$ cat src/rtl/core/psppp_pkg.sv
// Shared types and constants for the packed sample ping-pong player.
`timescale 1ns / 1ps

package psppp_pkg;

  localparam int BLOCKS_PER_PACKET  = 6;
  localparam int SAMPLES_PER_BUFFER = 24;
  localparam int SAMPLES_PER_BLOCK  = 4;

  localparam int SAMPLE_W = 10;
  localparam int DUTY_W   = 11;
  localparam int BYTE_W   = 8;

  localparam int RIDX_W = $clog2(SAMPLES_PER_BUFFER);
  localparam int BIDX_W = (BLOCKS_PER_PACKET > 1) ? $clog2(BLOCKS_PER_PACKET) : 1;
  localparam int POS_W  = $clog2(SAMPLES_PER_BLOCK * BLOCKS_PER_PACKET + SAMPLES_PER_BUFFER);

  typedef enum logic {
    KIND_TICK  = 1'b0,
    KIND_BLOCK = 1'b1
  } kind_t;

  typedef struct packed {
    kind_t                                 kind;
    logic [BYTE_W-1:0]                     high_bits_byte;
    logic [SAMPLES_PER_BLOCK-1:0][BYTE_W-1:0] low_bytes;
  } item_t;

  typedef struct packed {
    logic [DUTY_W-1:0] duty;
    logic              duty_valid;
    logic              play_buffer;
  } result_t;

endpackage

$ cat src/rtl/core/psppp_in_reg.sv
// Input register stage: holds one accepted transaction until it can advance.
`timescale 1ns / 1ps

module psppp_in_reg
  import psppp_pkg::*;
(
  input  logic  clk,
  input  logic  rst,
  input  logic  item_valid,
  output logic  item_stall,
  input  item_t item_in,
  input  logic  out_free,
  output logic  advance,
  output item_t item_q
);

  logic full;

  assign advance    = full && ((item_q.kind == KIND_BLOCK) || out_free);
  assign item_stall = full && !advance;

  always_ff @(posedge clk) begin
    if (rst) begin
      full <= 1'b0;
    end else if (!item_stall) begin
      full <= item_valid;
    end
  end

  always_ff @(posedge clk) begin
    if (!item_stall && item_valid) begin
      item_q <= item_in;
    end
  end

endmodule

$ cat src/rtl/core/psppp_engine.sv
// Sample stores, fill/play control and per-tick result computation.
`timescale 1ns / 1ps

module psppp_engine
  import psppp_pkg::*;
(
  input  logic    clk,
  input  logic    rst,
  input  logic    advance,
  input  item_t   item,
  output result_t result
);

  logic [SAMPLE_W-1:0] store_a [SAMPLES_PER_BUFFER];
  logic [SAMPLE_W-1:0] store_b [SAMPLES_PER_BUFFER];
  logic [SAMPLE_W-1:0] store_a_next [SAMPLES_PER_BUFFER];
  logic [SAMPLE_W-1:0] store_b_next [SAMPLES_PER_BUFFER];
  logic [RIDX_W-1:0]   read_index_a, read_index_a_next;
  logic [RIDX_W-1:0]   read_index_b, read_index_b_next;
  logic                fill_select, fill_select_next;
  logic                play_select, play_select_next;
  logic [BIDX_W-1:0]   block_index, block_index_next;
  logic                playing, playing_next;

  logic [SAMPLES_PER_BLOCK-1:0][SAMPLE_W-1:0] samples;
  logic [SAMPLES_PER_BLOCK-1:0][POS_W-1:0]    pos;
  logic [POS_W-1:0]    base;
  logic [RIDX_W-1:0]   cur_idx;
  logic [SAMPLE_W-1:0] cur_sample;

  always_comb begin
    for (int j = 0; j < SAMPLES_PER_BLOCK; j++) begin
      samples[j] = {item.high_bits_byte[BYTE_W-1-2*j -: 2], item.low_bytes[j]};
    end
  end

  assign base = POS_W'({block_index, 2'b00});

  always_comb begin
    for (int j = 0; j < SAMPLES_PER_BLOCK; j++) begin
      pos[j] = base + POS_W'(j);
    end
  end

  assign cur_idx    = play_select ? read_index_b : read_index_a;
  assign cur_sample = play_select ? store_b[cur_idx] : store_a[cur_idx];

  always_comb begin
    store_a_next       = store_a;
    store_b_next       = store_b;
    read_index_a_next  = read_index_a;
    read_index_b_next  = read_index_b;
    fill_select_next   = fill_select;
    play_select_next   = play_select;
    block_index_next   = block_index;
    playing_next       = playing;
    result.duty        = '0;
    result.duty_valid  = 1'b0;
    if (advance && item.kind == KIND_BLOCK) begin
      for (int e = 0; e < SAMPLES_PER_BUFFER; e++) begin
        for (int j = 0; j < SAMPLES_PER_BLOCK; j++) begin
          if (pos[j] == POS_W'(e)) begin
            if (fill_select) begin
              store_b_next[e] = samples[j];
            end else begin
              store_a_next[e] = samples[j];
            end
          end
        end
      end
      if (fill_select) begin
        read_index_b_next = '0;
      end else begin
        read_index_a_next = '0;
      end
      if (block_index == BIDX_W'(BLOCKS_PER_PACKET - 1)) begin
        block_index_next = '0;
        fill_select_next = !fill_select;
        playing_next     = 1'b1;
      end else begin
        block_index_next = block_index + 1'b1;
      end
    end else if (advance && playing) begin
      result.duty       = {cur_sample, 1'b0};
      result.duty_valid = 1'b1;
      if (cur_idx == RIDX_W'(SAMPLES_PER_BUFFER - 1)) begin
        play_select_next = !play_select;
        if (play_select) begin
          read_index_b_next = '0;
        end else begin
          read_index_a_next = '0;
        end
      end else if (play_select) begin
        read_index_b_next = cur_idx + 1'b1;
      end else begin
        read_index_a_next = cur_idx + 1'b1;
      end
    end
    result.play_buffer = play_select_next;
  end

  always_ff @(posedge clk) begin
    if (rst) begin
      for (int e = 0; e < SAMPLES_PER_BUFFER; e++) begin
        store_a[e] <= '0;
        store_b[e] <= '0;
      end
      read_index_a <= '0;
      read_index_b <= '0;
      fill_select  <= 1'b0;
      play_select  <= 1'b0;
      block_index  <= '0;
      playing      <= 1'b0;
    end else begin
      store_a      <= store_a_next;
      store_b      <= store_b_next;
      read_index_a <= read_index_a_next;
      read_index_b <= read_index_b_next;
      fill_select  <= fill_select_next;
      play_select  <= play_select_next;
      block_index  <= block_index_next;
      playing      <= playing_next;
    end
  end

endmodule

$ cat src/rtl/core/psppp_out_reg.sv
// Result register: holds one tick result until the receiver takes it.
`timescale 1ns / 1ps

module psppp_out_reg
  import psppp_pkg::*;
(
  input  logic    clk,
  input  logic    rst,
  input  logic    load,
  input  result_t result_in,
  output logic    out_free,
  output logic    result_valid,
  input  logic    result_stall,
  output result_t result_q
);

  assign out_free = !result_valid || !result_stall;

  always_ff @(posedge clk) begin
    if (rst) begin
      result_valid <= 1'b0;
    end else if (out_free) begin
      result_valid <= load;
    end
  end

  always_ff @(posedge clk) begin
    if (out_free && load) begin
      result_q <= result_in;
    end
  end

endmodule

$ cat src/rtl/core/packed_sample_ping_pong_player_core.sv
// Top level of the packed sample ping-pong player.
//
//  channel | handshake                  | payload
//  --------+----------------------------+------------------------------------------
//  item    | item_valid / item_stall    | kind, high_bits_byte, low_byte_0..3
//  result  | result_valid / result_stall| duty, duty_valid, play_buffer
//
// One transaction per cycle sustained while item_stall is low; a tick passes the input
// register, then the result register, before its result is on the result ports.
// Block transactions give no result and never wait on the result side. Synchronous
// reset clears both sample stores and all control. While a result is stalled, blocks
// still pass; the first tick behind it waits in the input register and raises item_stall.
`timescale 1ns / 1ps

module packed_sample_ping_pong_player_core
  import psppp_pkg::*;
(
  input  logic                clk,
  input  logic                rst,
  input  logic                item_valid,
  output logic                item_stall,
  input  logic                kind,
  input  logic [BYTE_W-1:0]   high_bits_byte,
  input  logic [BYTE_W-1:0]   low_byte_0,
  input  logic [BYTE_W-1:0]   low_byte_1,
  input  logic [BYTE_W-1:0]   low_byte_2,
  input  logic [BYTE_W-1:0]   low_byte_3,
  output logic                result_valid,
  input  logic                result_stall,
  output logic [DUTY_W-1:0]   duty,
  output logic                duty_valid,
  output logic                play_buffer
);

  item_t   item_in;
  item_t   item_q;
  result_t result_next;
  result_t result_q;
  logic    advance;
  logic    out_free;

  assign item_in.kind           = kind_t'(kind);
  assign item_in.high_bits_byte = high_bits_byte;
  assign item_in.low_bytes      = {low_byte_3, low_byte_2, low_byte_1, low_byte_0};

  psppp_in_reg u_in_reg (
    .clk        (clk),
    .rst        (rst),
    .item_valid (item_valid),
    .item_stall (item_stall),
    .item_in    (item_in),
    .out_free   (out_free),
    .advance    (advance),
    .item_q     (item_q)
  );

  psppp_engine u_engine (
    .clk     (clk),
    .rst     (rst),
    .advance (advance),
    .item    (item_q),
    .result  (result_next)
  );

  psppp_out_reg u_out_reg (
    .clk          (clk),
    .rst          (rst),
    .load         (advance && item_q.kind == KIND_TICK),
    .result_in    (result_next),
    .out_free     (out_free),
    .result_valid (result_valid),
    .result_stall (result_stall),
    .result_q     (result_q)
  );

  assign duty        = result_q.duty;
  assign duty_valid  = result_q.duty_valid;
  assign play_buffer = result_q.play_buffer;

endmodule
$ cat config.mk
export PLATFORM = sky130hd
export DESIGN_NAME = packed_sample_ping_pong_player_core
export DESIGN_NICKNAME = d
export VERILOG_FILES = /design/src/rtl/core/psppp_pkg.sv /design/src/rtl/core/psppp_in_reg.sv /design/src/rtl/core/psppp_engine.sv /design/src/rtl/core/psppp_out_reg.sv /design/src/rtl/core/packed_sample_ping_pong_player_core.sv
export SDC_FILE = /design/constraint.sdc
export NUM_CORES = 1
export LEC_CHECK = 0
export BUFFER_PORTS_ARGS = -buffer_cell sky130_fd_sc_hd__buf_2
export CAP_MARGIN = 20
export CORE_ASPECT_RATIO = 1.1
export CORE_MARGIN = 10
export CORE_UTILIZATION = 40
export DETAILED_ROUTE_END_ITERATION = 8
export GPL_ROUTABILITY_DRIVEN = 0
export SLEW_MARGIN = 20
export SYNTH_ARGS = -nofsm -noshare
export SYNTH_HDL_FRONTEND = slang
export SYNTH_SLANG_ARGS = --single-unit
$ cat constraint.sdc
create_clock -name clk -period 6.81 [get_ports clk]
set_input_delay 0.3405 -clock clk [delete_from_list [all_inputs] [get_ports clk]]
set_output_delay 0.3405 -clock clk [all_outputs]
set_load 0.02 [all_outputs]
# Word-level counts from Yosys, hierarchy flattened
# Index checks and enable logic that the tools add are counted.
[totals] register_bits=552 input_bits=45 wordCells=515
[classes] n_addsub=5 order_cmp=1 eq_ne=78 n_mux=337 bitwise=3 reduce_logical=25
[op_table] op="two-way mux 10 bit" n=317
[op_table] op="equality test 6 x 4 -> 1 bit, second input constant" n=24
[op_table] op="equality test 6 x 5 -> 1 bit, second input constant" n=24
[op_table] op="binary-select mux 10 bit (select 5 bit)" n=2
[op_table] op="equality test 6 x 3 -> 1 bit, second input constant" n=12
[op_table] op="two-way mux 5 bit" n=13
[op_table] op="equality test 6 x 2 -> 1 bit, second input constant" n=6
[op_table] op="logical NOT 6 bit" n=4
[op_table] op="equality test 6 x 1 -> 1 bit, second input constant" n=3
[op_table] op="adder 5 x 2 -> 6 bit, second input constant" n=2
[op_table] op="logical AND 1 bit" n=7
[op_table] op="adder 5 x 1 -> 6 bit, second input constant" n=1
[op_table] op="equality test 3 x 2 -> 1 bit, second input constant" n=2
[op_table] op="equality test 3 bit, second input constant" n=2
[op_table] op="greater-or-equal comparator 6 bit, second input constant" n=1
[op_table] op="logical NOT 1 bit" n=6
[op_table] op="inverter 5 -> 6 bit" n=1
[op_table] op="AND reduction 3 bit" n=2
[op_table] op="adder 5 x 1 -> 5 bit, second input constant" n=1
[op_table] op="equality test 5 bit, second input constant" n=1
[op_table] op="two-way mux 1 bit" n=4
[op_table] op="!= test 2 bit, second input constant" n=2
[op_table] op="nonzero test 2 bit" n=2
[op_table] op="adder 3 x 1 -> 3 bit, second input constant" n=1
[op_table] op="other kinds (7)" n=9

# Longest topological paths before layout
# Gate-level depths: netlist of run 1.
[logic_depth] depth_word=8 mapped_depth=13 mapped_depth_nobuf=8

# By module
# From an unflattened synthesis of run 1, not the netlist that was laid out.
[unflattened] hier_cells=3033 area_unflattened_um2=23397.4
[modules_own_cells] module="psppp_engine" n_inst=1 cells_each=2965 area_each_um2=21663.3 seq_area_each_um2=9929.5
[modules_own_cells] module="psppp_in_reg" n_inst=1 cells_each=49 area_each_um2=1291.2 seq_area_each_um2=1251.2
[modules_own_cells] module="psppp_out_reg" n_inst=1 cells_each=18 area_each_um2=429.2 seq_area_each_um2=410.4
[modules_own_cells] module="packed_sample_ping_pong_player_core" n_inst=1 cells_each=1 area_each_um2=13.8 seq_area_each_um2=0.0

# Worst setup path after synthesis of run 1
# OpenSTA, ideal clock, no wires.
[synth_timing] kind="flip-flop to flip-flop" start="reg u_in_reg.item_q[40] (netlist name)" end="reg u_in_reg.item_q[0] (netlist name)" setup_time_ps=444 arrival_ps=2569 setup_slack_ps=3798 path_stages_with_launch=4 path_buffers=0 synth_period_minus_slack_ps=3012 cell_sequence="edfxtp_1 nand2b_1 nor2_1 nor2b_1"
[synth_via] elab_chain_len=6
[synth_rtl] element="logical OR 1 bit" line_no="psppp_in_reg.sv:19" rtl="assign advance = full && ((item_q.kind == KIND_BLOCK) || out_free);"
[synth_rtl] element="logical AND 1 bit" line_no="psppp_in_reg.sv:19"
[synth_rtl] element="logical NOT 1 bit" line_no="psppp_in_reg.sv:20" rtl="assign item_stall = full && !advance;"
[synth_rtl] element="logical AND 1 bit" line_no="psppp_in_reg.sv:20"
[synth_rtl] element="via item_stall" line_no="packed_sample_ping_pong_player_core.sv:21" rtl="output logic item_stall,"
[synth_rtl] element="logical NOT 1 bit"
[synth_rtl] element="logical AND 1 bit" line_no="psppp_in_reg.sv:31" rtl="if (!item_stall && item_valid) begin"
# The timed path passes the listed nets, and every way through them passes these cells.
# A chain may end at the register's enable or synchronous reset.

# Worst setup path after layout of run 1
[layout_timing] start="reg u_engine.play_select" end="reg u_out_reg.result_q[8] (netlist name)"
[layout_via] elab_chain_len=6 word_cells_on_any_way=9 classes_between="mux (8); bitwise (1)"
[layout_rtl] element="start: declaration" line_no="psppp_engine.sv:21" rtl="logic play_select, play_select_next;"
[layout_rtl] element="start signal: assignment" line_no="psppp_engine.sv:120" rtl="play_select <= play_select_next;"
[layout_rtl] element="two-way mux 5 bit" line_no="psppp_engine.sv:45" rtl="assign cur_idx = play_select ? read_index_b : read_index_a;"
[layout_rtl] element="inverter 5 -> 6 bit (implied by the code)" line_no="psppp_engine.sv:46" rtl="assign cur_sample = play_select ? store_b[cur_idx] : store_a[cur_idx];"
[layout_rtl] element="binary-select mux 10 bit (select 5 bit)" line_no="psppp_engine.sv:46"
[layout_rtl] element="two-way mux 10 bit (implied by the code) (2 in series)" line_no="psppp_engine.sv:46"
[layout_rtl] element="two-way mux 10 bit (*)" line_no="psppp_engine.sv:46"
# Mark *: on every way between the ends. The rest lies on a longest branch, timed or not. The select of a mux whose other input is x is not followed.

==> results of run 1 <==
==> cells in the mapped netlist, types with 3 or more instances <==
cell / count
nor2b_1: 17
or2_2: 6
a31oi_1: 12
a311oi_1: 3
and3_1: 14
dfxtp_1: 498
nor3_1: 7
nand2b_1: 6
a311o_1: 4
mux2_2: 4
clkbuf_1: 217
o211ai_1: 5
a22oi_1: 7
buf_2: 28
a21oi_1: 509
nand3_1: 65
edfxtp_1: 53
mux2i_1: 76
o21ai_0: 10
inv_1: 3
o22ai_1: 7
nand2_1: 1119
mux4_2: 63
nand4_1: 10
buf_6: 6
buf_12: 3
a221oi_1: 4
nor2_1: 43
buf_1: 9
and2_1: 6
o221ai_1: 4
o21ai_1: 4
buf_4: 8
==> worst reg2reg max path: cells and delay by family (launching register included) <==
family / cells / cell delay, ps
mux: 2 / 1000
flops: 1 / 310
buf+inv: 3 / 1680
simple gates: 1 / 230
compound gates: 2 / 390
==> area by class of cell <==
class	instances	area, um2
Timing Repair Buffer	130	1040
Clock buffer	81	1560
Sequential cell	551	11600
Inverter	6	30.0
Multi-Input combinational cell	2051	10900
Fill cell	5623	32100
Tap cell	760	951
Clock inverter	21	325
==> per-layer routing <==
| metal | GRT usage [%] | wire, um | up-vias |
|---|---|---|---|
| li1 | - | - | 9432 |
| met1 | 29.2 | 33000 | 10060 |
| met2 | 36.6 | 37200 | 944 |
| met3 | 2.91 | 6450 | 178 |
| met4 | 9.81 | 3280 | 0 |
| met5 | 0 | 0 | - |
==> kinds of logic after synthesis <==
group / count (synthesis)
xor gates and xnor gates: 3
buffers and inverters: 277
and+or+nand+nor: 1305
AOI/OAI and AO/OA: 595
adders and majority gates: 2
other: 1
DFF: 551
muxes: 145
==> registers in the layout, summed over array words and instances, names as in the netlist <==
register,count
u_engine.play_select,1
u_out_reg.result_valid,1
u_engine.fill_select,1
u_engine.block_index,3
u_in_reg.full,1
u_out_reg.result_q,12
u_engine.playing,1
u_engine.store_b,240
u_engine.read_index_b,5
u_in_reg.item_q,41
u_engine.read_index_a,5
u_engine.store_a,240
==> placed cells by master (no fill, tap or decap), drive strengths merged, types with 12 or more instances in the layout <==
master	Yosys	final
clkinv	1	15
edfxtp	53	53
nor2	43	43
mux4	65	65
nand2	1119	1119
dfxtp	498	498
a31oi	12	12
nor2b	17	17
a21oi	509	509
nand3	65	65
mux2i	76	76
dlygate4sd3	0	42
clkbuf	217	81
o21ai	14	14
buf	54	88
and3	14	14
==> per-stage QoR <==
step / area (um2) / hold WS (ps) / cells
global placement: 23900 / 438 / 3452
finish: 26300 / 130 / 3600
CTS: 26300 / 94.8 / 3599
floorplan: 23500 / 432 / 2879
global route: 26300 / 138 / 3600
detailed placement: 24000 / 444 / 3455
==> power by group through the flow <==
stage	registers (mW)	logic (mW)	clock network (mW)
5_1_grt	3.39	0.225	3.35
2_1_floorplan	3.39	0.158	0
4_1_cts	3.39	0.206	3.22
3_5_place_dp	3.46	0.186	0
6_report	3.39	0.209	3.18
3_3_place_gp	3.46	0.183	0
==> final timing paths <==
check / startpoint / slack [ps] / cells after the start / endpoint
max reg2reg: u_engine.play_select / 2960 / 8 / u_out_reg.result_q[8]
min reg2reg: u_engine.store_b[99] / 450 / 2 / u_engine.store_b[99]
max: u_engine.play_select / 2960 / 8 / u_out_reg.result_q[8]
min: result_stall / 130 / 3 / u_out_reg.result_valid
==> timing repair <==
| action | in CTS | in global routing |
|---|---|---|
| resized for setup | 0 | 0 |
| hold buffers | 42 | 0 |
| endpoints found under the hold margin | 42 | 0 |
==> reports/metrics.yaml, run 1 <==
status: "complete, no violations"
grt_usage_pct: 22.4
cp-end-kind: "flop"
clock_latency_ps: 640
chipWidth_um: 251
cp_num_buf_inv: 3
finalPower_mw: 6.78
cts-root-buf: "clkbuf_16"
hold_viol: 0
synth_compound_area_share_pct: 13.7
hp-class: "in -> reg"
portBuffers: 58
synth_edf_count: 53
syn_avg_cell_area_um2: 8.16
grt_pass1_vias: 19265
finalCritPeriodShare_pct: 56.5
place_ws_ps: 2990
synthSimpleGateAreaFrac_pct: 22.1
final_max_slew_viol_count: 0
coreArea_mm2: 0.0584
synth-seq-cells: 551
slowest_stage: "buf_4"
routed_wl_mm: 79.8
start_util_pct: 40.2
dp_hpwl_mm: 46.8
synth.distinct_cells: 69
crit_family: "buffers and inverters"
ir_worst_vdd_uv: 166
synth_top_family_by_area: "simple AND/OR/NAND/NOR gates"
grt.overflow.total: 0
p_sw_mw: 1.55
layout-drive-gt1-share_pct: 9.86
muxShareOfSynthArea_pct: 9.69
synth_seq_area_share_pct: 49.2
arrival_ps: 4240
cts.sinks: 551
syn_inst: 2879
slew_headroom_pct: 22.9
required_ps: 7200
dieArea_mm2: 0.0688
slowest_delay_ps: 710
final.min_clock_period_ps: 3850
setup_viol: 0
synth_fp_nets: 2926
start_kind: "flop"
worst_slack_ps: 2960
grt_max_degree: 219
ant_nets: 0
synthAdderAreaFrac_pct: 0.107
synth-main-ff-cell: "dfxtp_1"
die_h_um: 274
synth_top_area_cell: "dfxtp_1"
clkTransAtPathRegs_ps: 70
antenna_found_initial: 2
tritoncts: "built"
firstDrtPassIters: 6
path_cells: "buf_4, mux2i_4, buf_4, buf_4, mux4_2, a221oi_1, o21ai_1, and4_1"
fmax_mhz: 260
yosysTopAreaCellShare_pct: 42.4
worst_slew_pin_slew_ps: 1160
setup_tns_ps: 0
rows: 93
avgRoutedWirePerCell_um: 22.2
cpMostUsedCell: "buf_4"
synth_area_leaders: "dfxtp_1 42%, nand2_1 18%, a21oi_1 11%, edfxtp_1 6.8%, mux4_2 6.0%"
remaining_drc_errors: 0
synth_area_mm2: 0.0235
via_per_inst: 5.73
fin_util_pct: 45.1
postCtsSetupBuffers: 0
fin_skew_ps: 27.1
switching_share_pct: 22.9
crit_fanout: 46
combPwrFrac_pct: 3.1
nets: 2841
p_leak_nw: 8.50
cts_made_buffers: 54
grt_pass1_wl_mm: 119
p_int_mw: 5.23
critical_path_class: "reg -> reg"
cts_max_path_buffers: 3
synth_xor_area_share_pct: 0.112
seqPwrFrac_pct: 50.0
drt_iter0_markers: 2436
pwr-share-clk_pct: 46.9
async_reset_ff_share_pct: 0
io_pins: 60
diodes: 0
htree_num_levels: 2
yosys_warnings: 0
cap_violations: 0
p_per_area_mw_per_mm2: 258
area_growth_pct: 12.1
route.vias.total: 20614
rsz0062_at_grt: "false"
Note: power is estimated with default switching activity, not from simulation.
==> inputs of run 2 (changes only) <==
==> constraint.sdc (replaced) <==
create_clock -name clk -period 3.9 [get_ports clk]
set_input_delay 0.195 -clock clk [delete_from_list [all_inputs] [get_ports clk]]
set_output_delay 0.195 -clock clk [all_outputs]
set_load 0.02 [all_outputs]
==> run 2 against run 1 <==
Compared with the run above: critical path depth unchanged; utilization grew 0.21 points; global-route usage is 0.18 points higher.
==> reports/metrics.yaml, run 2 (same netlist as run 1, synthesis figures left out) <==
diodes: 0
p_per_area_mw_per_mm2: 441
cts-root-buf: "clkbuf_16"
crit_fanout: 45
htree_num_levels: 2
crit_start: "u_engine.play_select"
fin_area_mm2: 0.0265
critical_path_class: "reg -> reg"
layout_commonest_cell: "nand2_1"
cts_resized: 0
clock_latency_ps: 640
cts_made_buffers: 55
reg_top3: "u_engine.store_a: 240 flops, u_engine.store_b: 240 flops, u_in_reg.item_q: 41 flops"
ant_nets: 0
worst_slack_ps: 962
setup_tns_ps: 0
io_pins: 60
antenna_found_initial: 4
grt_max_degree: 131
place_ws_ps: 978
dp_hpwl_mm: 48.8
avgRoutedWirePerCell_um: 22.1
cts_max_path_buffers: 3
holdPathEnd: "u_engine.store_b[34]"
fin_util_pct: 45.3
ir_worst_vdd_uv: 293
start_util_pct: 40.2
finalCritPeriodShare_pct: 75.3
tritoncts: "built"
clkTransAtPathRegs_ps: 70
remaining_drc_errors: 0
route.vias.total: 20520
slew_headroom_pct: 24.2
chipWidth_um: 251
cts.sinks: 551
final_cell_mix: "1116 x nand2_1, 508 x a21oi_1, 495 x dfxtp_1, 74 x mux2i_1, 63 x mux4_2"
nets: 2868
final_max_slew_viol_count: 0
routed_wl_mm: 80.2
firstDrtPassIters: 5
coreArea_mm2: 0.0584
layout-drive-gt1-share_pct: 10.7
rrSetupSlack_ps: 960
rsz0062_at_grt: "false"
regToRegEndpoint: "u_out_reg.result_q[9]"
start_kind: "flop"
arrival_ps: 3400
status: "complete, no violations"
grt.overflow.total: 0
hp-class: "in -> reg"
r2r_start: "u_engine.play_select"
hold_viol: 0
grt_pass1_vias: 19369
die_h_um: 274
hold_path_depth: 2
fin_skew_ps: 24.4
cp-end-kind: "flop"
cap_violations: 0
grt_pass1_wl_mm: 119
worst_slew_pin_slew_ps: 1130
min_from: "rst"
dieArea_mm2: 0.0688
drt_iter0_markers: 2156
via_per_inst: 5.66
reg2regPathDepth: 8
p_leak_nw: 8.59
finalPower_mw: 11.7
fmax_mhz: 340
area_growth_pct: 12.6
rows: 93
grt_usage_pct: 22.5
final.min_clock_period_ps: 2940
required_ps: 4360
portBuffers: 58
setup_viol: 0
post_dp_cell_area_mm2: 0.0242
-- run 2: changes by cell type in the layout (fill, tap and decap cells not counted), moves of 2 or more --
cell | previous run | this run
buf_16 | 2 | 0
buf_4 | 24 | 48
clkinv_4 | 0 | 2
clkinvlp_4 | 0 | 2
clkbuf_16 | 54 | 56
buf_12 | 4 | 7
bufinv_16 | 7 | 3
-- run 2: worst max path at each step --
stage / slack (ps) / to / depth (start not counted)
floorplan: 890 / u_in_reg.item_q[0] / 3
finish: 960 / u_out_reg.result_q[9] / 8
CTS: 950 / u_out_reg.result_q[9] / 8
global placement: 1010 / u_out_reg.result_q[9] / 8
global route: 770 / u_out_reg.result_q[9] / 8
detailed placement: 980 / u_out_reg.result_q[9] / 8
-- run 2: what timing repair did --
item,4_1_cts,5_1_grt
hold buffers,43,0
buffers inserted,0,0
endpoints found under the hold margin,43,0
endpoints found under the setup margin,0,0
-- run 2: cell type report --
cell class | count | area [um2]
fillers | 5586 | 32000
flip-flops and latches | 551 | 11600
multi-input cells | 2051 | 10900
clock buffers | 85 | 1630
repair buffers | 156 | 1230
well taps | 760 | 951
clock inverters | 19 | 195
inverters | 6 | 30.0
-- run 2: per-layer routing --
| layer | routed length (um) | up-vias | GRT usage [%] |
|---|---|---|---|
| met2 | 37100 | 891 | 36.6 |
| li1 | - | 9485 | - |
| met4 | 4530 | 6 | 13.2 |
| met3 | 6290 | 205 | 3.90 |
| met5 | 31 | - | 0 |
| met1 | 32200 | 9933 | 27.9 |
-- run 2: worst max-delay path, cell delays in order (launching register included) --
cell	delay, ps
dfxtp_2	490
mux2i_4	390
buf_12	350
buf_4	350
mux2i_1	110
mux4_2	460
or2_0	210
a41o_1	240
a211oi_2	140
-- run 2: stage by stage --
stage / instances / hold WS (ps)
detailed placement: 3481 / 373
CTS: 3628 / 88.2
global route: 3628 / 118
finish: 3628 / 91.7
floorplan: 2879 / 294
global placement: 3481 / 371
-- run 2: report_power, final --
group          total, mW  switching (mW)  internal (mW)
sequential          5.92           0.154           5.77
combinational      0.377           0.245          0.132
clock               5.37            2.30           3.08
total               11.7            2.70           8.98
